$ cat src/design/gpibb_pkg.sv
// Types and constants of the pair bounding box block.
`default_nettype none

package gpibb_pkg;

    localparam int COORD_BITS    = 31;
    localparam int CHROM_BITS    = 16;
    localparam int APB_ADDR_BITS = 3;
    localparam int APB_DATA_BITS = 32;

    // Register select: the word index bit of paddr.
    localparam logic REG_REFLECT_ENABLE = 1'b0;

    typedef logic [COORD_BITS-1:0] t_coord;
    typedef logic [CHROM_BITS-1:0] t_chrom;

    typedef struct packed {
        t_chrom chrom_first;
        t_coord start_first;
        t_coord end_first;
        t_chrom chrom_second;
        t_coord start_second;
        t_coord end_second;
        logic   group_last;
    } t_pair;

    typedef struct packed {
        t_chrom box_chrom_left;
        t_coord box_start_left;
        t_coord box_end_left;
        t_chrom box_chrom_right;
        t_coord box_start_right;
        t_coord box_end_right;
        logic   mixed_chromosomes;
    } t_box;

    // Lexicographic (chromosome, start, end) order of two anchors.
    function automatic logic anchor_greater(input t_chrom ca, input t_coord sa,
                                            input t_coord ea, input t_chrom cb,
                                            input t_coord sb, input t_coord eb);
        return {ca, sa, ea} > {cb, sb, eb};
    endfunction

endpackage

`default_nettype wire

$ cat src/design/gpibb_pair_if.sv
// Input channel: one interval pair per word.
`default_nettype none

interface gpibb_pair_if import gpibb_pkg::*; ();
    logic  valid;
    logic  ready;
    t_pair data;

    modport source (output valid, output data, input ready);
    modport sink   (input valid, input data, output ready);
endinterface

`default_nettype wire

$ cat src/design/gpibb_box_if.sv
// Output channel: one group bounding box per word.
`default_nettype none

interface gpibb_box_if import gpibb_pkg::*; ();
    logic valid;
    logic ready;
    t_box data;

    modport source (output valid, output data, input ready);
    modport sink   (input valid, input data, output ready);
endinterface

`default_nettype wire

$ cat src/design/grouped_pair_interval_bounding_box.sv
// A box enters the box register when its group's last pair leaves the input register.
// Throughput: one pair per cycle; the input stalls only when a last pair finds the
// box register still full and not being drained in that cycle.
// With reflect_enable set, pairs are put in canonical order as they enter the input register.
// Reset (synchronous, active low) clears reflect_enable, the open-group flag and the
// valid flags; accumulators and the box register hold no reset value.
`default_nettype none

module grouped_pair_interval_bounding_box import gpibb_pkg::*; (
    input  logic                     i_clk,
    input  logic                     i_rst_n,
    input  logic                     psel,
    input  logic                     penable,
    input  logic                     pwrite,
    input  logic [APB_ADDR_BITS-1:0] paddr,
    input  logic [APB_DATA_BITS-1:0] pwdata,
    output logic [APB_DATA_BITS-1:0] prdata,
    output logic                     pready,
    gpibb_pair_if.sink               i_pair,
    gpibb_box_if.source              o_box
);

    logic  r_reflect;
    logic  r_in_valid;
    t_pair r_in;
    t_pair n_in;
    logic  r_group_open;
    t_box  r_acc;
    t_box  n_acc;
    logic  r_out_valid;
    t_box  r_out;

    logic  w_cfg_wr;
    logic  w_swap;
    logic  w_in_accept;
    logic  w_proceed;

    // Configuration port
    assign pready   = 1'b1;
    assign w_cfg_wr = psel && penable && pwrite && pready;

    always_ff @(posedge i_clk) begin
        if (!i_rst_n) begin
            r_reflect <= 1'b0;
        end else if (w_cfg_wr && (paddr[APB_ADDR_BITS-1] == REG_REFLECT_ENABLE)) begin
            r_reflect <= pwdata[0];
        end
    end

    assign prdata = (paddr[APB_ADDR_BITS-1] == REG_REFLECT_ENABLE)
                  ? {{(APB_DATA_BITS-1){1'b0}}, r_reflect} : '0;

    // Canonical order at the input register
    assign w_swap = r_reflect && anchor_greater(
        i_pair.data.chrom_first,  i_pair.data.start_first,  i_pair.data.end_first,
        i_pair.data.chrom_second, i_pair.data.start_second, i_pair.data.end_second);

    always_comb begin
        n_in = i_pair.data;
        if (w_swap) begin
            n_in.chrom_first  = i_pair.data.chrom_second;
            n_in.start_first  = i_pair.data.start_second;
            n_in.end_first    = i_pair.data.end_second;
            n_in.chrom_second = i_pair.data.chrom_first;
            n_in.start_second = i_pair.data.start_first;
            n_in.end_second   = i_pair.data.end_first;
        end
    end

    // A non-last word never needs the box register, so only a last word can stall.
    assign w_proceed   = r_in_valid && (!r_in.group_last || !r_out_valid || o_box.ready);
    assign i_pair.ready = i_rst_n && (!r_in_valid || w_proceed);
    assign w_in_accept = i_pair.valid && i_pair.ready;

    // Merge the held pair into the group box
    always_comb begin
        if (!r_group_open) begin
            n_acc.box_chrom_left    = r_in.chrom_first;
            n_acc.box_start_left    = r_in.start_first;
            n_acc.box_end_left      = r_in.end_first;
            n_acc.box_chrom_right   = r_in.chrom_second;
            n_acc.box_start_right   = r_in.start_second;
            n_acc.box_end_right     = r_in.end_second;
            n_acc.mixed_chromosomes = 1'b0;
        end else begin
            n_acc = r_acc;
            if ((r_in.chrom_first != r_acc.box_chrom_left)
                || (r_in.chrom_second != r_acc.box_chrom_right)) begin
                n_acc.mixed_chromosomes = 1'b1;
            end
            if (r_in.start_first < r_acc.box_start_left) begin
                n_acc.box_start_left = r_in.start_first;
            end
            if (r_in.end_first > r_acc.box_end_left) begin
                n_acc.box_end_left = r_in.end_first;
            end
            if (r_in.start_second < r_acc.box_start_right) begin
                n_acc.box_start_right = r_in.start_second;
            end
            if (r_in.end_second > r_acc.box_end_right) begin
                n_acc.box_end_right = r_in.end_second;
            end
        end
    end

    // Control state
    always_ff @(posedge i_clk) begin
        if (!i_rst_n) begin
            r_in_valid   <= 1'b0;
            r_group_open <= 1'b0;
            r_out_valid  <= 1'b0;
        end else begin
            if (w_in_accept) begin
                r_in_valid <= 1'b1;
            end else if (w_proceed) begin
                r_in_valid <= 1'b0;
            end
            if (w_proceed) begin
                r_group_open <= !r_in.group_last;
            end
            if (w_proceed && r_in.group_last) begin
                r_out_valid <= 1'b1;
            end else if (o_box.ready) begin
                r_out_valid <= 1'b0;
            end
        end
    end

    // Payload
    always_ff @(posedge i_clk) begin
        if (w_in_accept) begin
            r_in <= n_in;
        end
        if (w_proceed) begin
            r_acc <= n_acc;
            if (r_in.group_last) begin
                r_out <= n_acc;
            end
        end
    end

    assign o_box.valid = r_out_valid;
    assign o_box.data  = r_out;

endmodule

`default_nettype wire

$ cat src/flat_wrapper.sv
// flat-port wrapper written by rule: the top's interface ports become plain ports
module grouped_pair_interval_bounding_box_flat import gpibb_pkg::*;
  (i_clk, i_rst_n, psel, penable, pwrite, paddr, pwdata, prdata, pready, i_pair_valid, i_pair_data, i_pair_ready, o_box_valid, o_box_data, o_box_ready);
  gpibb_pair_if i_pair_i ();
  gpibb_box_if o_box_i ();
  input  logic i_clk;
  input  logic i_rst_n;
  input  logic psel;
  input  logic penable;
  input  logic pwrite;
  input  logic [APB_ADDR_BITS-1:0] paddr;
  input  logic [APB_DATA_BITS-1:0] pwdata;
  output logic [APB_DATA_BITS-1:0] prdata;
  output logic pready;
  input wire logic [$bits(i_pair_i.valid)-1:0] i_pair_valid;
  input wire logic [$bits(i_pair_i.data)-1:0] i_pair_data;
  output wire logic [$bits(i_pair_i.ready)-1:0] i_pair_ready;
  output wire logic [$bits(o_box_i.valid)-1:0] o_box_valid;
  output wire logic [$bits(o_box_i.data)-1:0] o_box_data;
  input wire logic [$bits(o_box_i.ready)-1:0] o_box_ready;
  assign i_pair_i.valid = i_pair_valid;
  assign i_pair_i.data = i_pair_data;
  assign i_pair_ready = i_pair_i.ready;
  assign o_box_valid = o_box_i.valid;
  assign o_box_data = o_box_i.data;
  assign o_box_i.ready = o_box_ready;
  grouped_pair_interval_bounding_box u_core (.i_clk(i_clk), .i_rst_n(i_rst_n), .psel(psel), .penable(penable), .pwrite(pwrite), .paddr(paddr), .pwdata(pwdata), .prdata(prdata), .pready(pready), .i_pair(i_pair_i), .o_box(o_box_i));
endmodule
$ cat config.mk
export PLATFORM = sky130hd
export DESIGN_NAME = grouped_pair_interval_bounding_box_flat
export DESIGN_NICKNAME = d
export VERILOG_FILES = /design/src/design/gpibb_pkg.sv /design/src/design/gpibb_pair_if.sv /design/src/design/gpibb_box_if.sv /design/src/design/grouped_pair_interval_bounding_box.sv /design/src/flat_wrapper.sv
export SDC_FILE = /design/constraint.sdc
export NUM_CORES = 1
export LEC_CHECK = 0
export ABC_AREA = 1
export BUFFER_PORTS_ARGS = -buffer_cell sky130_fd_sc_hd__buf_2
export CORE_MARGIN = 4
export CORE_UTILIZATION = 35
export DETAILED_ROUTE_END_ITERATION = 10
export HOLD_SLACK_MARGIN = 0.06
export PLACE_DENSITY_LB_ADDON = 0.3
export SLEW_MARGIN = 20
export SYNTH_ARGS = -nofsm -noshare
export SYNTH_HDL_FRONTEND = slang
export SYNTH_SLANG_ARGS = --single-unit
$ cat constraint.sdc
create_clock -name i_clk -period 35.3 [get_ports i_clk]
set_input_delay 5.295 -clock i_clk [delete_from_list [all_inputs] [get_ports i_clk]]
set_output_delay 5.295 -clock i_clk [all_outputs]
set_load 0.005 [all_outputs]
* After elaboration in Yosys (flattened, before gate mapping)
Cells that the tools add are included.
** Storage, ports and cells
- Register bits after elaboration :: 475
** Cells by class
- Muxes and demuxes :: 12
- Reductions and logical operators :: 18
- Equality and inequality tests :: 2
- $lt $le $gt $ge :: 5
- Bitwise logic cells :: 1
** Operators with widths (number)
- 2-to-1 mux 157 bit :: 1
- 2-to-1 mux 156 bit :: 1
- 2-to-1 mux 31 bit :: 4
- > comparator 78 bit :: 1
- > comparator 31 bit :: 2
- < comparator 31 bit :: 2
- inequality test 16 bit :: 2
- logical AND 1 bit :: 8
- 2-to-1 mux 1 bit :: 6
- logical OR 1 bit :: 4
- nonzero test 2 bit :: 2
- logical NOT 1 bit :: 3
- AND reduction 2 bit :: 1
- NOT 1 bit :: 1

* Logic depth before layout (Yosys ltp)
Gate-level depths: netlist of run 1.
- Depth in word-level cells :: 8
- Depth in mapped cells :: 19
- Mapped depth without buffers :: 17

* Worst setup path before layout of run 1
Ideal clock, no wire load.
- Kind :: in2reg
- Start :: input o_box_ready
- End :: register u_core.r_out, in the netlist u_core.o_box.data[0] (enable)
- Path slack :: 14.325 ns
- Setup time :: 0.495 ns
- Cell stages on the path :: 4
- Buffers on the path :: 0
- Data arrival time :: 20.480 ns
- Cell sequence :: nor2_1 a21boi_0 nand2_1 inv_1
** On the way
- Word-level cells in the longest chain between the ends :: 3
** Ends and longest elaborated chain
- start: declaration :: line flat_wrapper.sv:20 : input wire logic [$bits(o_box_i.ready)-1:0] o_box_ready;
- logical OR 1 bit :: line grouped_pair_interval_bounding_box.sv:71 : assign w_proceed = r_in_valid && (!r_in.group_last || !r_out_valid || o_box.ready);
- logical AND 1 bit :: line grouped_pair_interval_bounding_box.sv:71
- named net u_core.w_proceed :: line grouped_pair_interval_bounding_box.sv:36 : logic w_proceed;
- AND reduction 2 bit (no source line)
- end signal: assignment :: line grouped_pair_interval_bounding_box.sv:137 : r_out <= n_acc;
- end: declaration :: line grouped_pair_interval_bounding_box.sv:31 : t_box r_out;
The timed path passes the listed nets, and every way through them passes these cells.
A chain may end at the register's enable or synchronous reset.

* Worst setup path in the final report of run 1
- Start :: input o_box_ready
- End :: output i_pair_ready
** On the way
- Word-level cells in the longest chain between the ends :: 4
** Ends and longest elaborated chain
- logical OR 1 bit :: line grouped_pair_interval_bounding_box.sv:71
- logical AND 1 bit :: line grouped_pair_interval_bounding_box.sv:71
- logical OR 1 bit :: line grouped_pair_interval_bounding_box.sv:72 : assign i_pair.ready = i_rst_n && (!r_in_valid || w_proceed);
- logical AND 1 bit :: line grouped_pair_interval_bounding_box.sv:72
- end: declaration :: line flat_wrapper.sv:17 : output wire logic [$bits(i_pair_i.ready)-1:0] i_pair_ready;
Every way passes these cells.

==> flow_summary.yaml, run 1 <==
sta:
  final_max_slew_viol_count: 0
  worst_slew_pin_slew_ns: 1.068
  final_cycle_share: 0.3234
  final.setup_skew_ns: 0.02654
  setup_total_negative_slack_ns: 0
  hold_viol: 0
  unrepaired_setup_endpoints_after_global_routing: "false"
  max_freq_mhz: 87.59
  setup_violations: 0
  final_critical_path_setup_slack_ns: 23.88
  max_slew_margin: 0.2863
  finalHoldWorstSlack_ns: 0.5263
  layout_min_cycle_time_ns: 11.42
worst_hold_path:
  hold_start: "u_core.r_in_valid$_SDFFE_PN0P_"
  worst_hold_path_type: "flop to flop"
  min_path_cells: 2
yosys:
  postSynth.topFlopCell: "sky130_fd_sc_hd__edfxtp_1"
  synth_async_sr_flop_share: 0
  netlist_area_pre_place_um2: 24600
  synth_adder_area_share: 0.1017
  synthDominantAreaCellType: "sky130_fd_sc_hd__edfxtp_1"
  synth-compound-area-share: 0.04497
  multiplexer_fraction_of_the_synthesized_cell_area: 0
  synthDistinctLibCells: 38
  yosys.area_share.xor_xnor: 0.005341
  synth_top_family_by_area: "simple AND/OR/NAND/NOR gates"
  synth.ff_latch_count: 475
  synth_edf_count: 471
  postSynthCellCount: 2453
  yosys_warnings: 0
  post_synth_and_or_nand_nor_area_fraction: 0.1939
  synth.area.top_cells: "sky130_fd_sc_hd__edfxtp_1 (58%), sky130_fd_sc_hd__nand2_1 (12%), sky130_fd_sc_hd__ha_1 (10%), sky130_fd_sc_hd__nand3_1 (5.6%), sky130_fd_sc_hd__inv_1 (4.1%)"
  ys_seq_area_frac: 0.5783
  post_synth.cell_area_avg_um2: 10.03
  yosysTopAreaCellShare: 0.5750
power_and_ir_drop:
  power.leakage_nw: 13.19
  power_density_nw_per_um2: 48.43
  worst_vdd_drop_mv: 0.03556
  power.total_mw: 1.390
grt:
  grt_start_max_net_pins: 89
  global_route.overflow_total: 0
  grt_pass1_vias: 17059
  grt_first_pass_wirelength_um: 99110
  global_route.usage.total: 0.1715
  number_of_antenna_violations_at_the_first_check_in_global_routing: 11
placed_design:
  detailedPlace.worstSlack_ns: 23.89
  post-place-cells: 3634
  gp_congestion: 0.8171
  portBuffers: 325
  place_hpwl_um: 46040
setup_path:
  timing.reg2reg.worst_path_depth: 12
  timing.critical_path.to_type: "primary output"
  worst_r2r_startpoint: "u_core.r_in[109]$_DFFE_PP_"
  critical_path_class: "input pin to primary output"
  cp_max_fo: 3
  reg2reg_setup_slack_ns: 31.97
  worst_ep_required_time_ns: 30.00
  worstSetupStartpoint: "o_box_ready"
  worstSetupStartpointType: "input pin"
  crit_arrival_ns: 6.12
outcome:
  outcome: "finished clean"
cts:
  htree_num_levels: 2
  cts_setup_buffers: 0
  post_cts_hold_buffer_count: 0
  clock_insertion_delay_worst_skew_ns: 0.60
  clockRootBuffer: "sky130_fd_sc_hd__clkbuf_16"
  cts_buffers: 53
  tritoncts_num_sinks: 475
  cts.clk_slew.worst_paths_ns: 0.06
  post_cts_resize_count: 0
  clockBufferDepth: 3
  cts_tree: "yes"
drt:
  drt-total-wl_um: 65530
  ant_nets: 0
  detail_route.iter0.violations: 1396
  remaining_routing_drc_violations: 0
  drt-pass1-iter-count: 7
  via_per_inst: 4.776
  post_drt_wl_per_cell_um: 17.53
  dr_total_vias: 17856
layout:
  areaGrowthSynthToFinish_pct: 16.66
  post_route_cells_drive_above_1_share: 0.1579
  nets: 3157
  layout.filler_cells: 6748
  layout.cells.non_filler: 3739
floorplanning:
  fp.dieH_um: 273.1
  design.core.area_um2: 69190
  die-area_um2: 74580
  placement_rows: 96
  chipWidth_um: 273.1
  boundaryPins: 391
  floorplan.initialDensity: 0.3555
flow_run:
  max_cap_violations: 0
-- cell usage after synthesis (3+ instances only) --
cell	n
sky130_fd_sc_hd__a21boi_0	3
sky130_fd_sc_hd__a21o_1	4
sky130_fd_sc_hd__a21oi_1	97
sky130_fd_sc_hd__buf_1	3
sky130_fd_sc_hd__buf_2	27
sky130_fd_sc_hd__buf_4	38
sky130_fd_sc_hd__buf_6	26
sky130_fd_sc_hd__clkbuf_1	31
sky130_fd_sc_hd__dfxtp_1	4
sky130_fd_sc_hd__edfxtp_1	471
sky130_fd_sc_hd__ha_1	200
sky130_fd_sc_hd__inv_1	270
sky130_fd_sc_hd__nand2_1	784
sky130_fd_sc_hd__nand3_1	277
sky130_fd_sc_hd__nand4_1	16
sky130_fd_sc_hd__nor2_1	66
sky130_fd_sc_hd__nor4_1	6
sky130_fd_sc_hd__o21a_1	4
sky130_fd_sc_hd__o21ai_0	87
sky130_fd_sc_hd__o22ai_1	5
sky130_fd_sc_hd__xnor2_1	11
sky130_fd_sc_hd__xor2_1	4
-- cells in the final DEF (no fill, tap or decap), drive strengths merged --
cell type | Yosys | final
nor4 | 7 | 7
nand4 | 16 | 16
o22ai | 5 | 5
nand3 | 278 | 278
o21bai | 1 | 1
buf | 94 | 345
clkinv | 0 | 23
ha | 200 | 200
o311a | 1 | 1
a21o | 4 | 4
xor2 | 4 | 4
clkinvlp | 0 | 1
o2111ai | 1 | 1
o21ai | 87 | 87
a211oi | 1 | 1
clkbuf | 31 | 63
inv | 271 | 274
diode | 0 | 8
a21boi | 3 | 3
edfxtp | 471 | 471
nand3b | 1 | 1
xnor2 | 11 | 11
conb | 2 | 32
a21oi | 98 | 98
bufinv | 0 | 7
nor3b | 1 | 1
a31oi | 2 | 2
dfxtp | 4 | 4
o21a | 4 | 4
a221oi | 1 | 1
nand2 | 785 | 785
o211ai | 1 | 1
nor2 | 66 | 66
nor3 | 2 | 2
-- area by class of cell --
cell class,count,area (µm²),share of cell area
Antenna cell,8,20.02,0.0006976
Clock buffer,63,1456,0.05075
Clock inverter,34,356.6,0.01243
Inverter,271,1022,0.03562
Multi-Input combinational cell,1612,8672,0.3022
Sequential cell,475,14230,0.4958
Tap cell,931,1165,0.04059
Timing Repair Buffer,345,1777,0.06191
-- per-stage QoR --
step	util	cell area (µm²)
floorplan	-	24710
global placement	0.3882	26860
detailed placement	0.3882	26860
CTS	0.4144	28670
global route	0.4147	28690
finish	0.4148	28700
-- where the power goes --
| group | internal (mW) | switching [mW] | leakage (nW) |
|---|---|---|---|
| Sequential | 0.654 | 0.0119 | 4.43 |
| Clock | 0.345 | 0.233 | 0.902 |
| Combinational | 0.0464 | 0.100 | 7.86 |
-- worst max-delay path: stages --
cell and delay (ns):
sky130_fd_sc_hd__buf_2 0.10, sky130_fd_sc_hd__nor2_1 0.25, sky130_fd_sc_hd__nand3_1 0.14, sky130_fd_sc_hd__nand2_1 0.15, sky130_fd_sc_hd__inv_1 0.06, sky130_fd_sc_hd__buf_2 0.12
-- kinds of logic (layout without fill, tap and decap cells) --
kind of cell             count (synthesis)  after routing
AO/OA/AOI/OAI                          209            209
XOR/XNOR                                15             15
adder cells (fa/ha/maj)                200            200
buffers and inverters                  396            713
flip-flops                             475            475
other                                    2             40
AND/OR/NAND/NOR                       1156           1156
-- sequential cells by signal, indices dropped and copies added (netlist names) --
signal and cells:
u_core.r_in_valid 1, u_core.o_box.valid 1, u_core.r_acc 157, u_core.r_in 157, u_core.r_reflect 1, u_core.o_box.data 157
u_core.r_group_open 1
-- per-layer routing --
metal,vias to the layer above,GRT usage,part of all wire
li1,8875,-,-
met1,8293,0.2367,0.45
met2,584,0.2772,0.46
met3,100,0.03292,0.069
met4,4,0.04792,0.025
met5,-,0,0.00040
-- worst paths after layout --
kind,to
worst max-delay path,i_pair_ready
worst min-delay path,u_core.r_in_valid$_SDFFE_PN0P_
worst max register to register,u_core.o_box.data[108]$_DFFE_PP_
worst min register to register,u_core.r_in_valid$_SDFFE_PN0P_
(Power assumes the default switching activity.)
==> run 2: changes to the inputs <==
- ABC_AREA: 1 -> 0
- clock period: 35.3 -> 12 ns (I/O delays scaled with it)
==> run 2 against run 1 <==
Count of clock-buffer cells in the layout decreased by 3. Clock skew decreased by 0.0024 ns. Worst setup slack got worse by 17 ns. Total power increased to 2.8 times the previous value. Synthesized cell count decreased by 33%. Flip-flop and latch count unchanged. Global-route usage decreased by 1.6 points. Synthesized area decreased by 3.4%. Cell area decreased by 2.1%. Non-clock buffer count decreased by 7. Utilization increased by 0.27 points.
==> flow_summary.yaml, run 2 <==
outcome:
  outcome: "finished clean"
yosys:
  ys_seq_area_frac: 0.5986
  synthDominantAreaCellType: "sky130_fd_sc_hd__edfxtp_1"
  yosysTopAreaCellShare: 0.5952
  synth_top_family_by_area: "multiplexers"
  yosys.area_share.xor_xnor: 0.01180
  synth_adder_area_share: 0.1053
  synthDistinctLibCells: 58
  multiplexer_fraction_of_the_synthesized_cell_area: 0.1486
  yosys_warnings: 0
  synth_commonest_cells: "sky130_fd_sc_hd__edfxtp_1 (471), sky130_fd_sc_hd__mux2_2 (302), sky130_fd_sc_hd__inv_1 (209), sky130_fd_sc_hd__ha_1 (200), sky130_fd_sc_hd__a21oi_1 (51)"
  synth_async_sr_flop_share: 0
  postSynth.topFlopCell: "sky130_fd_sc_hd__edfxtp_1"
  synth-compound-area-share: 0.04476
  synth.ff_latch_count: 475
  postSynthCellCount: 1635
  synth_edf_count: 471
  post_synth.cell_area_avg_um2: 14.53
  post_synth_and_or_nand_nor_area_fraction: 0.03818
  synth.area.top_cells: "sky130_fd_sc_hd__edfxtp_1 (60%), sky130_fd_sc_hd__mux2_2 (14%), sky130_fd_sc_hd__ha_1 (11%), sky130_fd_sc_hd__inv_1 (3.3%), sky130_fd_sc_hd__buf_4 (1.3%)"
  synth_most_common_cell: "sky130_fd_sc_hd__edfxtp_1"
  netlist_area_pre_place_um2: 23760
layout:
  multi_input_comb_area_um2: 8487
  layout.filler_cells: 6219
  commonest_non_fill_non_tap_cell_in_the_layout: "sky130_fd_sc_hd__edfxtp_1"
  postLayoutCellArea_um2: 28090
  sequential_cell_area_um2: 14220
  nets: 2392
  finalCoreUtilization: 0.4175
  areaGrowthSynthToFinish_pct: 18.21
  post_route_cells_drive_above_1_share: 0.3558
  mostFrequentLayoutCells: "sky130_fd_sc_hd__edfxtp_1 (471), sky130_fd_sc_hd__buf_2 (325), sky130_fd_sc_hd__mux2_2 (302)"
placed_design:
  gp_congestion: 0.8491
  place_hpwl_um: 41370
  detailedPlace.worstSlack_ns: 5.633
  post_dp_cell_area_um2: 26340
  portBuffers: 325
setup_path:
  reg2reg_setup_slack_ns: 7.91
  cp_max_fo: 58
  worst_ep_required_time_ns: 12.33
  critical_path_buffer_and_inverter_count: 4
  critical_path.most_common_cell: "sky130_fd_sc_hd__buf_4"
  crit_arrival_ns: 5.92
  cp_slowest_cell: "sky130_fd_sc_hd__or4_1"
  worstSetupStartpointType: "input pin"
  path_cells: "buf_2 > inv_1 > ha_1 > nand4_1 > or4_1 > or2_2 > o22ai_1 > a211oi_1 > a21oi_4 > buf_4 > buf_4 > mux2_2"
  worst_path_dominant_cell_family: "simple AND/OR/NAND/NOR gates"
  timing.critical_path.to_type: "flop"
  slowest_delay_ns: 0.72
  critical_path_class: "input pin to flop"
grt:
  global_route.overflow_total: 0
  number_of_antenna_violations_at_the_first_check_in_global_routing: 10
  grt_start_max_net_pins: 160
  grt_pass1_vias: 14599
  global_route.usage.total: 0.1559
  grt_first_pass_wirelength_um: 86310
power_and_ir_drop:
  power.leakage_nw: 11.35
  worst_vdd_drop_mv: 0.09463
  power_density_nw_per_um2: 139.4
  power.total_mw: 3.917
cts:
  post_cts_hold_buffer_count: 0
  cts_tree: "yes"
  clockRootBuffer: "sky130_fd_sc_hd__clkbuf_16"
  clock_insertion_delay_worst_skew_ns: 0.59
  htree_num_levels: 2
  cts.clk_slew.worst_paths_ns: 0.06
  tritoncts_num_sinks: 475
  cts_setup_buffers: 0
  clockBufferDepth: 3
  post_cts_resize_count: 0
  cts_buffers: 54
sta:
  worst_slew_pin_slew_ns: 1.037
  setup_total_negative_slack_ns: 0
  max_slew_margin: 0.3089
  hold_viol: 0
  max_freq_mhz: 178.9
  final_cycle_share: 0.4657
  layout_min_cycle_time_ns: 5.589
  final_critical_path_setup_slack_ns: 6.411
  unrepaired_setup_endpoints_after_global_routing: "false"
  setup_violations: 0
  final_max_slew_viol_count: 0
  final.setup_skew_ns: 0.02409
drt:
  drt-total-wl_um: 57830
  via_per_inst: 4.844
  detail_route.iter0.violations: 706
  remaining_routing_drc_violations: 0
  ant_nets: 0
  dr_total_vias: 14106
  post_drt_wl_per_cell_um: 19.86
  drt-pass1-iter-count: 5
floorplanning:
  die-area_um2: 72120
  design.core.area_um2: 67280
  chipWidth_um: 268.6
  floorplan.initialDensity: 0.3532
  fp.dieH_um: 268.6
  placement_rows: 95
  boundaryPins: 391
flow_run:
  max_cap_violations: 0
worst_hold_path:
  worst_hold_path_type: "flop to flop"
-- run 2: path summary, 6_finish.rpt --
kind,start,to,depth (start not counted)
worst max register to register,u_core.r_in[30]$_DFFE_PP_,u_core.o_box.data[3]$_DFFE_PP_,9
worst max-delay path,i_pair_data[77],u_core.r_in[109]$_DFFE_PP_,12
worst min-delay path,u_core.r_in_valid$_SDFFE_PN0P_,u_core.r_in_valid$_SDFFE_PN0P_,2
worst min register to register,u_core.r_in_valid$_SDFFE_PN0P_,u_core.r_in_valid$_SDFFE_PN0P_,2
-- run 2: worst min-delay path, stage by stage, from the launching register on --
cell and delay, ns:
sky130_fd_sc_hd__dfxtp_1 0.31, sky130_fd_sc_hd__nand3_1 0.11, sky130_fd_sc_hd__a21boi_0 0.09
-- run 2: power breakdown --
part,internal (mW),switching (mW)
Clock,0.938,0.677
Combinational,0.158,0.202
Sequential,1.91,0.0309
-- run 2: final cells by class --
cell class,count,share of cell area
repair buffers,338,0.06339
diodes,4,0.0003564
clock buffers,60,0.04967
clock inverters,38,0.01100
multi-input cells,915,0.3022
flip-flops and latches,475,0.5064
well taps,873,0.03889
inverters,209,0.02811
-- run 2: cell families after synthesis --
| kind of cell | Yosys count |
|---|---|
| flops | 475 |
| mux | 313 |
| buf+inv | 275 |
| fa+ha+maj | 200 |
| simple gates | 172 |
| compound gates | 166 |
| xor+xnor | 32 |
| other cells | 2 |
-- run 2: layer usage --
metal | vias up | wire [µm] | global-route usage
met5 | - | 77 | 0
met4 | 12 | 1238 | 0.03998
met3 | 91 | 3937 | 0.04699
met2 | 294 | 27840 | 0.2635
met1 | 6906 | 24740 | 0.1968
li1 | 6803 | - | -
-- run 2: stage by stage --
stage / std cells / hold slack, ns
after floorplan: 1665 / 0.4810
after global placement: 2808 / 0.5150
after detailed placement: 2809 / 0.5619
after CTS: 2907 / 0.5706
after global routing: 2912 / 0.6111
final: 2912 / 0.5637
